===== src/ter_pkg.sv =====
package ter_pkg;

  // Field widths of the stream payloads
  localparam int VTX_W      = 16;
  localparam int FRAC_W     = 4;
  localparam int PIXEL_W    = VTX_W - FRAC_W;
  localparam int EDGE_W     = VTX_W + 1;
  localparam int PX_W       = 10;
  localparam int ADDR_W     = 20;
  localparam int COLOR_W    = 32;
  localparam int IN_DATA_W  = 6 * VTX_W;
  localparam int OUT_DATA_W = 2 * PX_W + ADDR_W + COLOR_W;

  localparam logic [COLOR_W-1:0] COLOR_IN  = '1;
  localparam logic [COLOR_W-1:0] COLOR_OUT = 32'hFFFF_0000;

  // Request kind carried in tuser
  typedef enum logic {
    OP_LOAD = 1'b0,
    OP_STEP = 1'b1
  } op_t;

  typedef struct packed {
    logic signed [VTX_W-1:0] ax;
    logic signed [VTX_W-1:0] ay;
    logic signed [VTX_W-1:0] bx;
    logic signed [VTX_W-1:0] by;
    logic signed [VTX_W-1:0] cx;
    logic signed [VTX_W-1:0] cy;
  } tri_t;

  // Edge vectors b-a, c-b, a-c
  typedef struct packed {
    logic signed [EDGE_W-1:0] abx;
    logic signed [EDGE_W-1:0] aby;
    logic signed [EDGE_W-1:0] bcx;
    logic signed [EDGE_W-1:0] bcy;
    logic signed [EDGE_W-1:0] cax;
    logic signed [EDGE_W-1:0] cay;
  } edge_t;

endpackage


===== src/ter_setup.sv =====
module ter_setup #(
  parameter int SCREEN_W = 1024,
  parameter int SCREEN_H = 1024,
  localparam int XW = $clog2(SCREEN_W),
  localparam int YW = $clog2(SCREEN_H)
) (
  input  ter_pkg::tri_t  vtx,
  output ter_pkg::edge_t edges,
  output logic [XW-1:0]  x_lo,
  output logic [XW-1:0]  x_hi,
  output logic [YW-1:0]  y_lo,
  output logic [YW-1:0]  y_hi,
  output logic           on_screen
);
  import ter_pkg::*;

  localparam int CW = (XW > YW) ? XW : YW;
  localparam int SW = ((PIXEL_W > CW) ? PIXEL_W : CW) + 2;
  localparam logic signed [SW-1:0] X_LIM = SW'(SCREEN_W - 1);
  localparam logic signed [SW-1:0] Y_LIM = SW'(SCREEN_H - 1);

  logic signed [VTX_W-1:0] xmin_v, xmax_v, ymin_v, ymax_v;
  logic signed [SW-1:0]    x0, x1, y0, y1;

  function automatic logic signed [VTX_W-1:0] min3(input logic signed [VTX_W-1:0] p,
                                                   input logic signed [VTX_W-1:0] q,
                                                   input logic signed [VTX_W-1:0] r);
    logic signed [VTX_W-1:0] m;
    m = (p < q) ? p : q;
    return (m < r) ? m : r;
  endfunction

  function automatic logic signed [VTX_W-1:0] max3(input logic signed [VTX_W-1:0] p,
                                                   input logic signed [VTX_W-1:0] q,
                                                   input logic signed [VTX_W-1:0] r);
    logic signed [VTX_W-1:0] m;
    m = (p > q) ? p : q;
    return (m > r) ? m : r;
  endfunction

  function automatic logic signed [SW-1:0] clamp(input logic signed [SW-1:0] v,
                                                 input logic signed [SW-1:0] hi);
    if (v < 0) return '0;
    return (v > hi) ? hi : v;
  endfunction

  // Edge vectors in one extra bit
  always_comb begin
    edges.abx = EDGE_W'(vtx.bx) - EDGE_W'(vtx.ax);
    edges.aby = EDGE_W'(vtx.by) - EDGE_W'(vtx.ay);
    edges.bcx = EDGE_W'(vtx.cx) - EDGE_W'(vtx.bx);
    edges.bcy = EDGE_W'(vtx.cy) - EDGE_W'(vtx.by);
    edges.cax = EDGE_W'(vtx.ax) - EDGE_W'(vtx.cx);
    edges.cay = EDGE_W'(vtx.ay) - EDGE_W'(vtx.cy);
  end

  // Bounding box: floor to whole pixels, then clamp to the screen
  always_comb begin
    xmin_v = min3(vtx.ax, vtx.bx, vtx.cx);
    xmax_v = max3(vtx.ax, vtx.bx, vtx.cx);
    ymin_v = min3(vtx.ay, vtx.by, vtx.cy);
    ymax_v = max3(vtx.ay, vtx.by, vtx.cy);
    x0 = SW'(xmin_v >>> FRAC_W);
    x1 = SW'(xmax_v >>> FRAC_W);
    y0 = SW'(ymin_v >>> FRAC_W);
    y1 = SW'(ymax_v >>> FRAC_W);
    on_screen = !(x1 < 0 || y1 < 0 || x0 > X_LIM || y0 > Y_LIM);
    x_lo = XW'(clamp(x0, X_LIM));
    x_hi = XW'(clamp(x1, X_LIM));
    y_lo = YW'(clamp(y0, Y_LIM));
    y_hi = YW'(clamp(y1, Y_LIM));
  end

endmodule


===== src/ter_scan.sv =====
module ter_scan #(
  parameter int SCREEN_W = 1024,
  parameter int SCREEN_H = 1024,
  localparam int XW = $clog2(SCREEN_W),
  localparam int YW = $clog2(SCREEN_H)
) (
  input  logic           clk,
  input  logic           rst,
  input  logic           load_en,
  input  logic           step_en,
  input  ter_pkg::tri_t  vtx_in,
  output logic           active,
  output logic [XW-1:0]  scan_x,
  output logic [YW-1:0]  scan_y,
  output logic           scan_last,
  output ter_pkg::tri_t  vtx,
  output ter_pkg::edge_t edges
);
  import ter_pkg::*;

  edge_t         edges_next;
  logic [XW-1:0] x_lo_next, x_hi_next;
  logic [YW-1:0] y_lo_next, y_hi_next;
  logic          on_screen;
  logic [XW-1:0] x_lo, x_hi;
  logic [YW-1:0] y_lo;
  logic          row_end;

  ter_setup #(.SCREEN_W(SCREEN_W), .SCREEN_H(SCREEN_H)) u_setup (
    .vtx       (vtx_in),
    .edges     (edges_next),
    .x_lo      (x_lo_next),
    .x_hi      (x_hi_next),
    .y_lo      (y_lo_next),
    .y_hi      (y_hi_next),
    .on_screen (on_screen)
  );

  assign row_end   = (scan_x >= x_hi);
  assign scan_last = row_end && (scan_y <= y_lo);

  // Load a triangle or advance the scan position
  always_ff @(posedge clk) begin
    if (rst) begin
      active <= 1'b0;
      vtx    <= '0;
      edges  <= '0;
      x_lo   <= '0;
      x_hi   <= '0;
      y_lo   <= '0;
      scan_x <= '0;
      scan_y <= '0;
    end else if (load_en) begin
      vtx    <= vtx_in;
      edges  <= edges_next;
      active <= on_screen;
      if (on_screen) begin
        x_lo   <= x_lo_next;
        x_hi   <= x_hi_next;
        y_lo   <= y_lo_next;
        scan_x <= x_lo_next;
        scan_y <= y_hi_next;
      end
    end else if (step_en && active) begin
      if (row_end) begin
        scan_x <= x_lo;
        if (scan_last) begin
          active <= 1'b0;
        end else begin
          scan_y <= scan_y - 1'b1;
        end
      end else begin
        scan_x <= scan_x + 1'b1;
      end
    end
  end

endmodule


===== config.mk =====
export PLATFORM = sky130hd
export DESIGN_NAME = ter_scan
export DESIGN_NICKNAME = d
export VERILOG_FILES = /design/src/ter_pkg.sv /design/src/ter_setup.sv /design/src/ter_scan.sv
export SDC_FILE = /design/constraint.sdc
export NUM_CORES = 1
export LEC_CHECK = 0
export ABC_AREA = 1
export BUFFER_PORTS_ARGS = -buffer_cell sky130_fd_sc_hd__buf_2
export CORE_MARGIN = 5
export CORE_UTILIZATION = 61
export DETAILED_ROUTE_END_ITERATION = 12
export MAX_ROUTING_LAYER = met4
export PLACE_DENSITY_LB_ADDON = 0.05
export SYNTH_ARGS = -nofsm -noshare
export SYNTH_HDL_FRONTEND = slang
export SYNTH_SLANG_ARGS = --single-unit
export TNS_END_PERCENT = 20

===== constraint.sdc =====
create_clock -name clk -period 7.54 [get_ports clk]
set_input_delay 1.131 -clock clk [delete_from_list [all_inputs] [get_ports clk]]
set_output_delay 1.131 -clock clk [all_outputs]
set_load 0.03 [all_outputs]

# Word-level counts from Yosys, hierarchy flattened

Cells that the tools add are included.

Flip-flop bits (word level): 249
Bits in latches: 0
RAM bits: 0
Memory bits (read-only): 0
Bits of input ports: 100
Output and inout bits: 220
Memories: 0

Add/subtract/negate cells: 8
Multiply operators: 0
Divide/modulo/power cells: 0
Order comparisons: 18
Equal/unequal tests: 2
Shift operators: 0
Multiplexer cells: 37
Bitwise logic cells: 1
Reductions and logical operators: 13

Operators by type and width:

| kind                  | count |
|---|---|
| $mux 10               | 21 |
| $mux 16               | 8 |
| $sub 16x16->17        | 6 |
| $gt 16x16->1          | 4 |
| $lt 16x16->1          | 4 |
| $gt 12x11->1 const B  | 4 |
| $lt 12x1->1 const B   | 4 |
| $add 10x1->10 const B | 1 |
| $ge 10x10->1          | 1 |
| $le 10x10->1          | 1 |
| $sub 10x1->10 const B | 1 |
| $mux 1                | 8 |
| $reduce_bool 2->1     | 3 |
| $ne 2x2->1 const B    | 2 |
| $reduce_and 2->1      | 2 |
| $reduce_and 4->1      | 1 |
| $logic_or 1x1->1      | 3 |
| $reduce_and 3->1      | 1 |
| $logic_and 1x1->1     | 2 |
| $logic_not 1->1       | 1 |
| $not 1->1             | 1 |

# Longest topological paths before layout

Gate-level depths: netlist of the first run.

Depth in word-level cells: 10
Mapped depth: 37
Depth with buffers taken out: 35

# Cells and area by module

Synthesis of the first run repeated with hierarchy kept, for this count alone.

Cell total of the unflattened synthesis: 2582
Area total of the unflattened synthesis: 17277.8 sq um

Modules (own cells, without submodules):

| module    | instances | cells an instance | area an instance (sq um) |
|---|---|---|---|
| ter_scan  | 1         | 1318              | 9814.4 |
| ter_setup | 1         | 1264              | 7463.4 |

# Worst setup path before layout of the first run

OpenSTA, ideal clock, no wires.

Path kind: input to register
Start point: input port vtx_in[68] (netlist name)
End point: register scan_y[8]
Setup time: 0.116 ns
Data arrival time: 5.303 ns
Data required time: 7.424 ns
Path slack: 2.121 ns
Stages: 32
Cells stage by stage: inv_1 -> ha_1 -> nand2_1 -> nor2_1 -> nand3_1 -> nand3_2 -> nand2_2 -> nand2_2 -> xor2_4 -> clkbuf_1 -> clkbuf_1 -> o21ai_0 -> ha_1 -> nand2_1 -> o21ai_0 -> nand4_1 -> nand3_1 -> nand2_1 -> o211a_1 -> o21ai_0 -> nand2_1 -> inv_1 -> o21ai_1 -> nor2_1 -> nand2_1 -> a21oi_4 -> nand2_8 -> nand2_4 -> buf_6 -> nand3_1 -> nand2_1 -> nor2_1

Cells in the longest elaborated chain, start to end: 10
Elaborated cells between the ends (all ways): 21
Classes of those cells: order compare (7); eq/ne (1); mux (9); reduce/logical (4)

Ends and longest elaborated chain:

| element                           | RTL line                         | text |
|---|---|---|
| start, declared                   | ter_scan.sv:11                   | `input ter_pkg::tri_t vtx_in,` |
| $gt 16x16->1                      | ter_setup.sv:37                  | `m = (p > q) ? p : q;` |
| $mux 16                           | ter_setup.sv:37                  |  |
| $gt 16x16->1                      | ter_setup.sv:38                  | `return (m > r) ? m : r;` |
| $mux 16                           | ter_setup.sv:38                  |  |
| $lt 12x1->1                       | ter_setup.sv:43, ter_setup.sv:67 |  |
| $logic_or 1x1->1 (3 in a row)     | ter_setup.sv:67                  | `on_screen = !(x1 < 0 \|\| y1 < 0 \|\| x0 > X_LIM \|\| y0 > Y_LIM);` |
| $ne 2x2->1 (no source line)       | -                                |  |
| $reduce_and 4->1 (no source line) | -                                |  |
| end signal, assigned              | ter_scan.sv:62                   | `scan_y <= y_hi_next;` |
| end signal, assigned              | ter_scan.sv:70                   | `scan_y <= scan_y - 1'b1;` |
| end, declared                     | ter_scan.sv:14                   | `output logic [YW-1:0] scan_y,` |

Parallel ways exist; a longest one is shown, timed or not. The select of a mux whose other input is x is not followed.
A chain may end at the register's enable or synchronous reset.

# Worst setup path in the final report of the first run

Start point: input port vtx_in[83] (netlist name)
End point: register scan_y[0]

Cells in the longest elaborated chain, start to end: 10
Elaborated cells between the ends (all ways): 15
Classes of those cells: order compare (6); eq/ne (1); mux (4); reduce/logical (4)

Ends and longest elaborated chain:

| element                             | RTL line |
|---|---|
| $gt 16x16->1                        | ter_setup.sv:37 |
| $mux 16                             | ter_setup.sv:37 |
| $gt 16x16->1                        | ter_setup.sv:38 |
| $mux 16                             | ter_setup.sv:38 |
| $lt 12x1->1                         | ter_setup.sv:67 |
| $logic_or 1x1->1                    | ter_setup.sv:67 |
| $logic_or 1x1->1 * (2 in a row)     | ter_setup.sv:67 |
| $ne 2x2->1 (no source line) *       | - |
| $reduce_and 4->1 (no source line) * | - |

Mark *: on every way between the ends. The rest lies on a longest branch, timed or not.

==> results of run 1 <==
layout make-up:
cell class,instances,share of cell area
diodes,6,0.000772
clock buffers,38,0.0416
clock inverters,13,0.0120
inverters,307,0.0593
multi-input cells,1751,0.523
flip-flops and latches,249,0.256
well taps,341,0.0219
repair buffers,326,0.0854
registers in the layout (all words and copies together) (netlist names):
register  flops
x_hi         10
y_lo         10
active        1
vtx          96
scan_x       10
edges       102
scan_y       10
x_lo         10
report_power, final:
| part | internal (W) | switching [W] |
|---|---|---|
| registers | 0.00147 | 0.000122 |
| clock network | 0.000954 | 0.000577 |
| logic | 0.000703 | 0.00154 |
through the flow:
step                      setup slack [ns]  hold slack, ns   util
after global placement               0.716           0.451  0.680
after global routing                 0.388           0.485  0.719
after detailed placement             0.569           0.459  0.680
after CTS                             1.13           0.469  0.719
after floorplan                       2.12           0.434      -
final                                0.964           0.469  0.720
critical path, delay by kind of cell:
family / cells / cell delay [ns]
AOI/OAI and AO/OA: 8 / 2.14
adders and majority gates: 2 / 0.67
buffers and inverters: 3 / 0.25
and+or+nand+nor: 18 / 2.85
final timing paths:
check	end	slack (ns)	cells past startpoint
max	scan_y[0]	0.96	31
max reg2reg	scan_y[0]	4.80	11
min reg2reg	edges[16]	0.47	2
min	edges[16]	0.47	2
kinds of logic (layout without fill, tap and decap cells):
group,count (synthesis),in the layout,synth area share
simple gates,751,751,0.187
xor+xnor,87,87,0.0466
fa+ha+maj,188,188,0.143
buf+inv,415,684,0.0957
other cells,0,6,0
compound gates,725,725,0.230
flops,249,249,0.298
placed cells by master, fill, tap and decap left out, types with 4 or more instances in the layout:
cell type / instances
a211oi_1: 7
inv_1: 300
o211ai_1: 15
buf_4: 8
ha_1: 182
buf_2: 317
o21ai_0: 320
diode_2: 6
o21ai_1: 11
clkbuf_8: 7
xor2_1: 63
a21oi_1: 316
nand2_1: 363
nand3_2: 8
clkbuf_16: 28
dfxtp_1: 249
o21bai_1: 9
a31oi_1: 10
xnor2_1: 23
nand3b_1: 8
nand3_1: 86
o21a_1: 9
clkinv_2: 4
nor3_1: 16
nand2_2: 5
nor2_1: 240
nand4_1: 10
bufinv_16: 6
o221ai_1: 8
fa_1: 6
routing by layer:
| layer | vias to the layer above | share of wire |
|---|---|---|
| met5 | - | 0 |
| met4 | 0 | 0.065 |
| met3 | 183 | 0.079 |
| met2 | 765 | 0.45 |
| met1 | 7936 | 0.40 |
| li1 | 8567 | - |
==> metrics, run 1 <==
Reg-to-Reg Start=scan_x[7]; Hold Buf Count CTS=0; minimum clock period=6.58 ns; slew margin rel.=0.289; CTS buffer count=28; drt drc=0; min-delay src=edges[16]; dpl hpwl=41700 um; Tot Pwr=0.00537 W; GR Overflow Total=0; post-CTS sizing=0; routed length per placed instance=18.3 um; crit end category=flip-flop; worst vdd rail ir drop=0.236 mV; Top FF cell, synth=dfxtp_1; worst hold path class=flip-flop to flip-flop; final instance area=19400 um2; status=complete, no violations; setup TNS=0 ns; post-route non-filler standard cell count=3031; skew final=0.00926 ns; Reg area=4980 um2; Slew @ Worst Pin=1.07 ns; FF+latch count, synth=249; main area contributors after synthesis=dfxtp_1, ha_1, o21ai_0; largest area contributor in the netlist=dfxtp_1; first-pass GRT wire length=87100 um; number of routed nets with antenna violations=0; Die Footprint=30900 um2; max incr delay on CP=0.54 ns; synth cell count leaders=nand2_1, o21ai_0, a21oi_1; most common cell in the netlist=nand2_1; yosys warns=0; Via density=5.76; Clock Path Buffers=3; First DRT Iteration DRCs=1329; DRT Pass-1 Iters=6; Max Clock Freq=152 MHz; Slowest cell on crit path=nand2_1; setup bufs post-CTS=0; met1 Use GR=0.429; Tot GR Track Use=0.356; Final period util=0.872; CP startpoint kind=primary input; Initial Util=0.620; Core Footprint=27000 um2; die height=176 um; Post-Syn Area=16800 um2; post-synthesis sequential area ratio=0.298; final setup fails=0; library cells used by synthesis=51; Root Driver=clkbuf_16; insertion delay to the later sink of the worst-skew pair=0.55 ns; unrepaired setup endpoints after global routing=no; post-synthesis average cell area=6.94 um2; syn nets=2703; P&R area growth vs syn=16.1%; Post-synth EDFFs=0; die width=176 um; WP data arrival=7.06 ns; area of the multi-input gates=10200 um2; Final Wtd Congestion=0.997; # Max-Cap Violations=0; DRT Wirelength=55300 um; most used cell, CP=nand2_1; global route hottest layer=met2; vias in the first global route=16500; filler instances=2291; IO Port Bufs=319; share of layout cells above drive strength 1=0.150; crit path launch=vtx_in[83]; static leakage=10.2 nW; Rows=60; max-slew violations=0; largest net degree at the start of global routing=124; vias post-DR=17500; DP Area=18400 um2; CP Max Fanout=55; CTS Sinks=249; Synth top area share=0.298; CTS tree=built; Syn Inst Count=2415; I/O Pins=320; worst endpoint required time=8.02 ns; pwr dens=276 nW/um2; nets=2951; Final Hold Vio Count=0; DP Cell Count=2974; CTS H-tree depth=1; met2 usage=0.574; initial antenna violation count=5; GR Util met3=0.0566; Setup CP Type=primary input to flip-flop; Post-synth ARST share=0; Reg clk slew, reported paths=0.06 ns
Note: power is estimated with default switching activity, not from simulation.
==> inputs of run 2 (changes only) <==
CTS_BUF_LIST = sky130_fd_sc_hd__clkbuf_8 sky130_fd_sc_hd__clkbuf_16   (was unset)
==> metrics, run 2 (same netlist as run 1, synthesis figures left out) <==
final setup fails=0 (unchanged); drt drc=0 (unchanged); max incr delay on CP=0.55 ns (about the same); nets=2951 (unchanged); # Max-Cap Violations=0 (unchanged); Clock Path Buffers=3 (unchanged); CTS H-tree depth=1 (unchanged); post-CTS sizing=0 (unchanged); Via density=5.76 (about the same); Tot GR Track Use=0.356 (unchanged); Root Driver=clkbuf_16; WP buf/inv=3 (unchanged); number of routed nets with antenna violations=0 (unchanged); filler instances=2291 (unchanged); P&R area growth vs syn=16.1% (unchanged); static leakage=10.2 nW (+0.12%); Final Hold Vio Count=0 (unchanged); most frequent cells in the layout=nand2_1, o21ai_0, buf_2, a21oi_1, inv_1; Slowest cell on crit path=nand2_1; First DRT Iteration DRCs=1327 (-0.15%); Core Footprint=27000 um2 (unchanged); setup bufs post-CTS=0 (unchanged); dpl hpwl=41700 um (unchanged); DRT Wirelength=55300 um (about the same); worst endpoint required time=8.02 ns (about the same); Final Wtd Congestion=0.997 (unchanged); Reg clk slew, reported paths=0.06 ns (about the same); Regs by FF count=edges x102, vtx x96; CP Max Fanout=55 (unchanged); die height=176 um (unchanged); first-pass GRT wire length=87100 um (unchanged); DP Area=18400 um2 (unchanged); CTS tree=built; vias post-DR=17400 (-0.029%); CTS buffer count=28 (unchanged); Die Footprint=30900 um2 (unchanged); insertion delay to the later sink of the worst-skew pair=0.55 ns (about the same); Slew @ Worst Pin=1.06 ns (-0.00179 ns); I/O Pins=320 (unchanged); post-route non-filler standard cell count=3031 (unchanged); GR Overflow Total=0 (unchanged); commonest non-fill, non-tap cell in the layout=nand2_1; DP Cell Count=2974 (unchanged); share of layout cells above drive strength 1=0.150 (unchanged); worst hold path class=flip-flop to flip-flop; vias in the first global route=16500 (unchanged); initial antenna violation count=5 (unchanged); largest net degree at the start of global routing=124 (unchanged); die width=176 um (unchanged); slew margin rel.=0.290 (+0.00120); unrepaired setup endpoints after global routing=no; Final period util=0.874 (+0.00179); CP delay by family, top=simple AND/OR/NAND/NOR gates; Setup CP Type=primary input to flip-flop; Largest register FFs=102 (unchanged); CTS Sinks=249 (unchanged); crit end category=flip-flop; Hold WS=0.469 ns (+0.00000300 ns); routed length per placed instance=18.3 um (about the same); most used cell, CP=nand2_1; status=complete, no violations; Rows=60 (unchanged); pwr dens=276 nW/um2 (about the same); worst vdd rail ir drop=0.237 mV (+0.50%); minimum clock period=6.59 ns (+0.0135 ns); IO Port Bufs=319 (unchanged); Initial Util=0.620 (unchanged); Max Clock Freq=152 MHz (-0.20%); WP data arrival=7.07 ns (about the same); Hold Buf Count CTS=0 (unchanged); final instance area=19400 um2 (unchanged); Biggest register=edges; skew final=0.00925 ns (-0.0000141 ns); max-slew violations=0 (unchanged); setup TNS=0 ns (unchanged); CP startpoint kind=primary input; DRT Pass-1 Iters=5 (-1)
run 2: routing by layer:
layer  vias to the layer above  GRT usage  routed length [um]
met3                       184     0.0566                4310
met4                         0      0.190                3610
met5                         -          -                   0
met2                       767      0.574               25100
met1                      7933      0.429               22300
li1                       8562          -                   -
run 2: worst reg2reg max path, delay by kind of cell (launching register included):
family / cells / cell delay (ns)
adders and majority gates: 1 / 0.34
AOI/OAI and AO/OA: 1 / 0.14
buffers and inverters: 1 / 0.46
DFF: 1 / 0.40
and+or+nand+nor: 8 / 1.34
run 2: final cells by class:
cell class	count	area, um2	share of cell area
clock buffers	35	797	0.0410
flip-flops and latches	249	4980	0.256
clock inverters	16	245	0.0126
multi-input cells	1751	10200	0.523
well taps	341	427	0.0219
diodes	6	15.0	0.000772
inverters	307	1150	0.0593
repair buffers	326	1660	0.0854
run 2: path summary, 6_finish.rpt:
path,from,end,slack (ns),depth (start not counted)
worst max-delay path,vtx_in[83],scan_y[0],0.95,31
worst min-delay path,edges[16],edges[16],0.47,2
worst max register to register,scan_x[7],scan_y[0],4.80,11
worst min register to register,edges[16],edges[16],0.47,2
run 2: power by group:
group	leakage (nW)	total, W	switching, W	internal, W
logic	7.60	0.00224	0.00154	0.000703
clock network	0.515	0.00153	0.000578	0.000950
registers	2.06	0.00159	0.000122	0.00147
total	10.2	0.00536	0.00224	0.00312
run 2: per-stage QoR:
stage	total power (W)	utilization	worst slack [ns]
final	0.00536	0.720	0.951
after global routing	0.00571	0.719	0.388
after CTS	0.00535	0.719	1.13
after detailed placement	0.00381	0.680	0.569
after global placement	0.00376	0.680	0.716
after floorplan	0.00324	-	2.12
==> inputs of run 3 (changes only) <==
CELL_PAD_IN_SITES_DETAIL_PLACEMENT = 0   (was unset)
CELL_PAD_IN_SITES_GLOBAL_PLACEMENT = 2   (was unset)
CORE_UTILIZATION = 31   (was 61)
SKIP_LAST_GASP = 1   (was unset)
clock period = 6.7 ns   (was 7.54 ns; I/O delays follow)
==> metrics, run 3 (same netlist as run 1, synthesis figures left out) <==
Hold WS=0.464 ns (-0.00479 ns); WP data arrival=6.14 ns (-0.93 ns); worst vdd rail ir drop=0.178 mV (-25%); Tot GR Track Use=0.232 (-0.124); CP startpoint kind=primary input; final setup margin=1.05 ns (+0.0959 ns); setup bufs post-CTS=0 (unchanged); DRT Pass-1 Iters=5 (unchanged); IO Port Bufs=319 (unchanged); vias post-DR=16700 (-4.1%); clock share of power=0.301 (+0.016); routed length per placed instance=20.1 um (+10%); Comb pwr share=0.414 (-0.004); unrepaired setup endpoints after global routing=no; final instance area=20100 um2 (+3.4%); P&R area growth vs syn=20.0%; switching pwr=0.00269 W (+20%); final setup fails=0 (unchanged); largest net degree at the start of global routing=149 (+20%); Core Footprint=53700 um2 (+99%); dpl ws=0.450 ns (-0.119 ns); status=complete, no violations; Int Power=0.00361 W (+16%); nets=2970 (+0.64%); Final Wtd Congestion=0.950 (-4.8%); initial antenna violation count=1 (-4); CP Max Fanout=29 (-47%); static leakage=10.3 nW (+1.4%); Die Footprint=58800 um2 (+90%); DP Area=18900 um2 (+3.0%); CTS buffer count=35 (+25%); Initial Util=0.312 (-0.308); CTS tree=built; slew margin rel.=0.251 (-0.0391); Biggest register=edges; number of routed nets with antenna violations=0 (unchanged); die width=242 um (+38%); pwr dens=314 nW/um2 (+14%); CTS Sinks=249 (unchanged); # Max-Cap Violations=0 (unchanged); minimum clock period=5.65 ns; most frequent cells in the layout=nand2_1, o21ai_0, buf_2, a21oi_1, inv_1; post-CTS sizing=0 (unchanged); fin util=0.374 (-0.345); setup TNS=0 ns (unchanged); Reg clk slew, reported paths=0.05 ns (about the same); Final period util=0.844; Root Driver=clkbuf_16; first-pass GRT wire length=104000 um (+19%); GR Overflow Total=0 (unchanged); worst hold path class=flip-flop to flip-flop; Net Sw Frac=0.427 (+0.00934); Max Clock Freq=177 MHz; insertion delay to the later sink of the worst-skew pair=0.55 ns (about the same); die height=242 um (+38%); Hold Buf Count CTS=0 (unchanged); I/O Pins=320 (unchanged); Largest register FFs=102 (unchanged); share of layout cells above drive strength 1=0.156 (+0.00611); DRT Wirelength=68500 um (+24%); Setup CP Type=primary input to flip-flop; max-slew violations=0 (unchanged); crit end category=flip-flop; Final Hold Vio Count=0 (unchanged); CTS H-tree depth=2 (+1); Reg area=4980 um2 (unchanged); filler instances=5917 (+160%); Regs by FF count=edges x102, vtx x96; Sequential Power Share=0.285 (-0.012); vias in the first global route=16500 (-0.12%); skew final=0.00740 ns (-0.00185 ns); First DRT Iteration DRCs=924 (-30%); dpl hpwl=53000 um (+27%); Via density=4.92 (-15%); worst endpoint required time=7.18 ns (-0.84 ns); area of the multi-input gates=10200 um2 (unchanged); Clock Path Buffers=3 (unchanged); Rows=85 (+42%); commonest non-fill, non-tap cell in the layout=nand2_1; drt drc=0 (unchanged); Slew @ Worst Pin=1.12 ns (+0.0587 ns)
[run 3: worst paths after layout]
check	from	endpoint	slack, ns	cells past startpoint
setup reg to reg	scan_x[7]	scan_y[0]	4.04	11
hold reg to reg	x_lo[3]	x_lo[3]	0.46	2
hold / removal	x_lo[3]	x_lo[3]	0.46	2
setup / recovery	vtx_in[74]	x_hi[6]	1.05	26
[run 3: power by group through the flow]
| stage | clock, W | combinational, W | sequential, W |
|---|---|---|---|
| floorplan | 0 | 0.00159 | 0.00206 |
| global placement | 0 | 0.00261 | 0.00183 |
| detailed placement | 0 | 0.00263 | 0.00183 |
| CTS | 0.00197 | 0.00264 | 0.00180 |
| global route | 0.00202 | 0.00295 | 0.00182 |
| finish | 0.00190 | 0.00261 | 0.00180 |
[run 3: area by class of cell]
cell class                      count  share of cell area
Clock buffer                       44              0.0503
Sequential cell                   249               0.248
Clock inverter                     18             0.00759
Timing Repair Buffer              338              0.0877
Multi-Input combinational cell   1751               0.505
Antenna cell                        1            0.000124
Tap cell                          696              0.0433
Inverter                          307              0.0576
[run 3: critical path, cell delays in order]
cell,delay [ns]
buf_2,0.11
inv_1,0.17
ha_1,0.32
a21oi_1,0.26
o21ai_0,0.18
a21oi_1,0.19
nand2_2,0.11
xor2_4,0.53
nand2_1,0.11
buf_4,0.25
o21ai_0,0.37
ha_1,0.32
a21oi_1,0.13
o21ai_0,0.09
nand3_1,0.07
a21oi_1,0.07
a211oi_1,0.24
nand3_1,0.20
nand2_2,0.13
nand2_1,0.06
nand2_2,0.11
nand2_4,0.20
nand2_8,0.26
buf_4,0.33
o21ai_1,0.11
a21oi_1,0.16
[run 3: metal layers]
layer | up-vias | wire (um) | part of all wire | GRT usage
met5 | - | 0 | 0 | -
met4 | 0 | 1910 | 0.028 | 0.0633
met3 | 89 | 2530 | 0.037 | 0.0349
met2 | 310 | 34000 | 0.50 | 0.407
met1 | 7725 | 30100 | 0.44 | 0.279
li1 | 8609 | - | - | -
[run 3: through the flow]
step / instances / power [W]
after CTS: 3403 / 0.00642
after global routing: 3404 / 0.00679
final: 3404 / 0.00630
after global placement: 3341 / 0.00445
after detailed placement: 3341 / 0.00447
after floorplan: 2415 / 0.00365
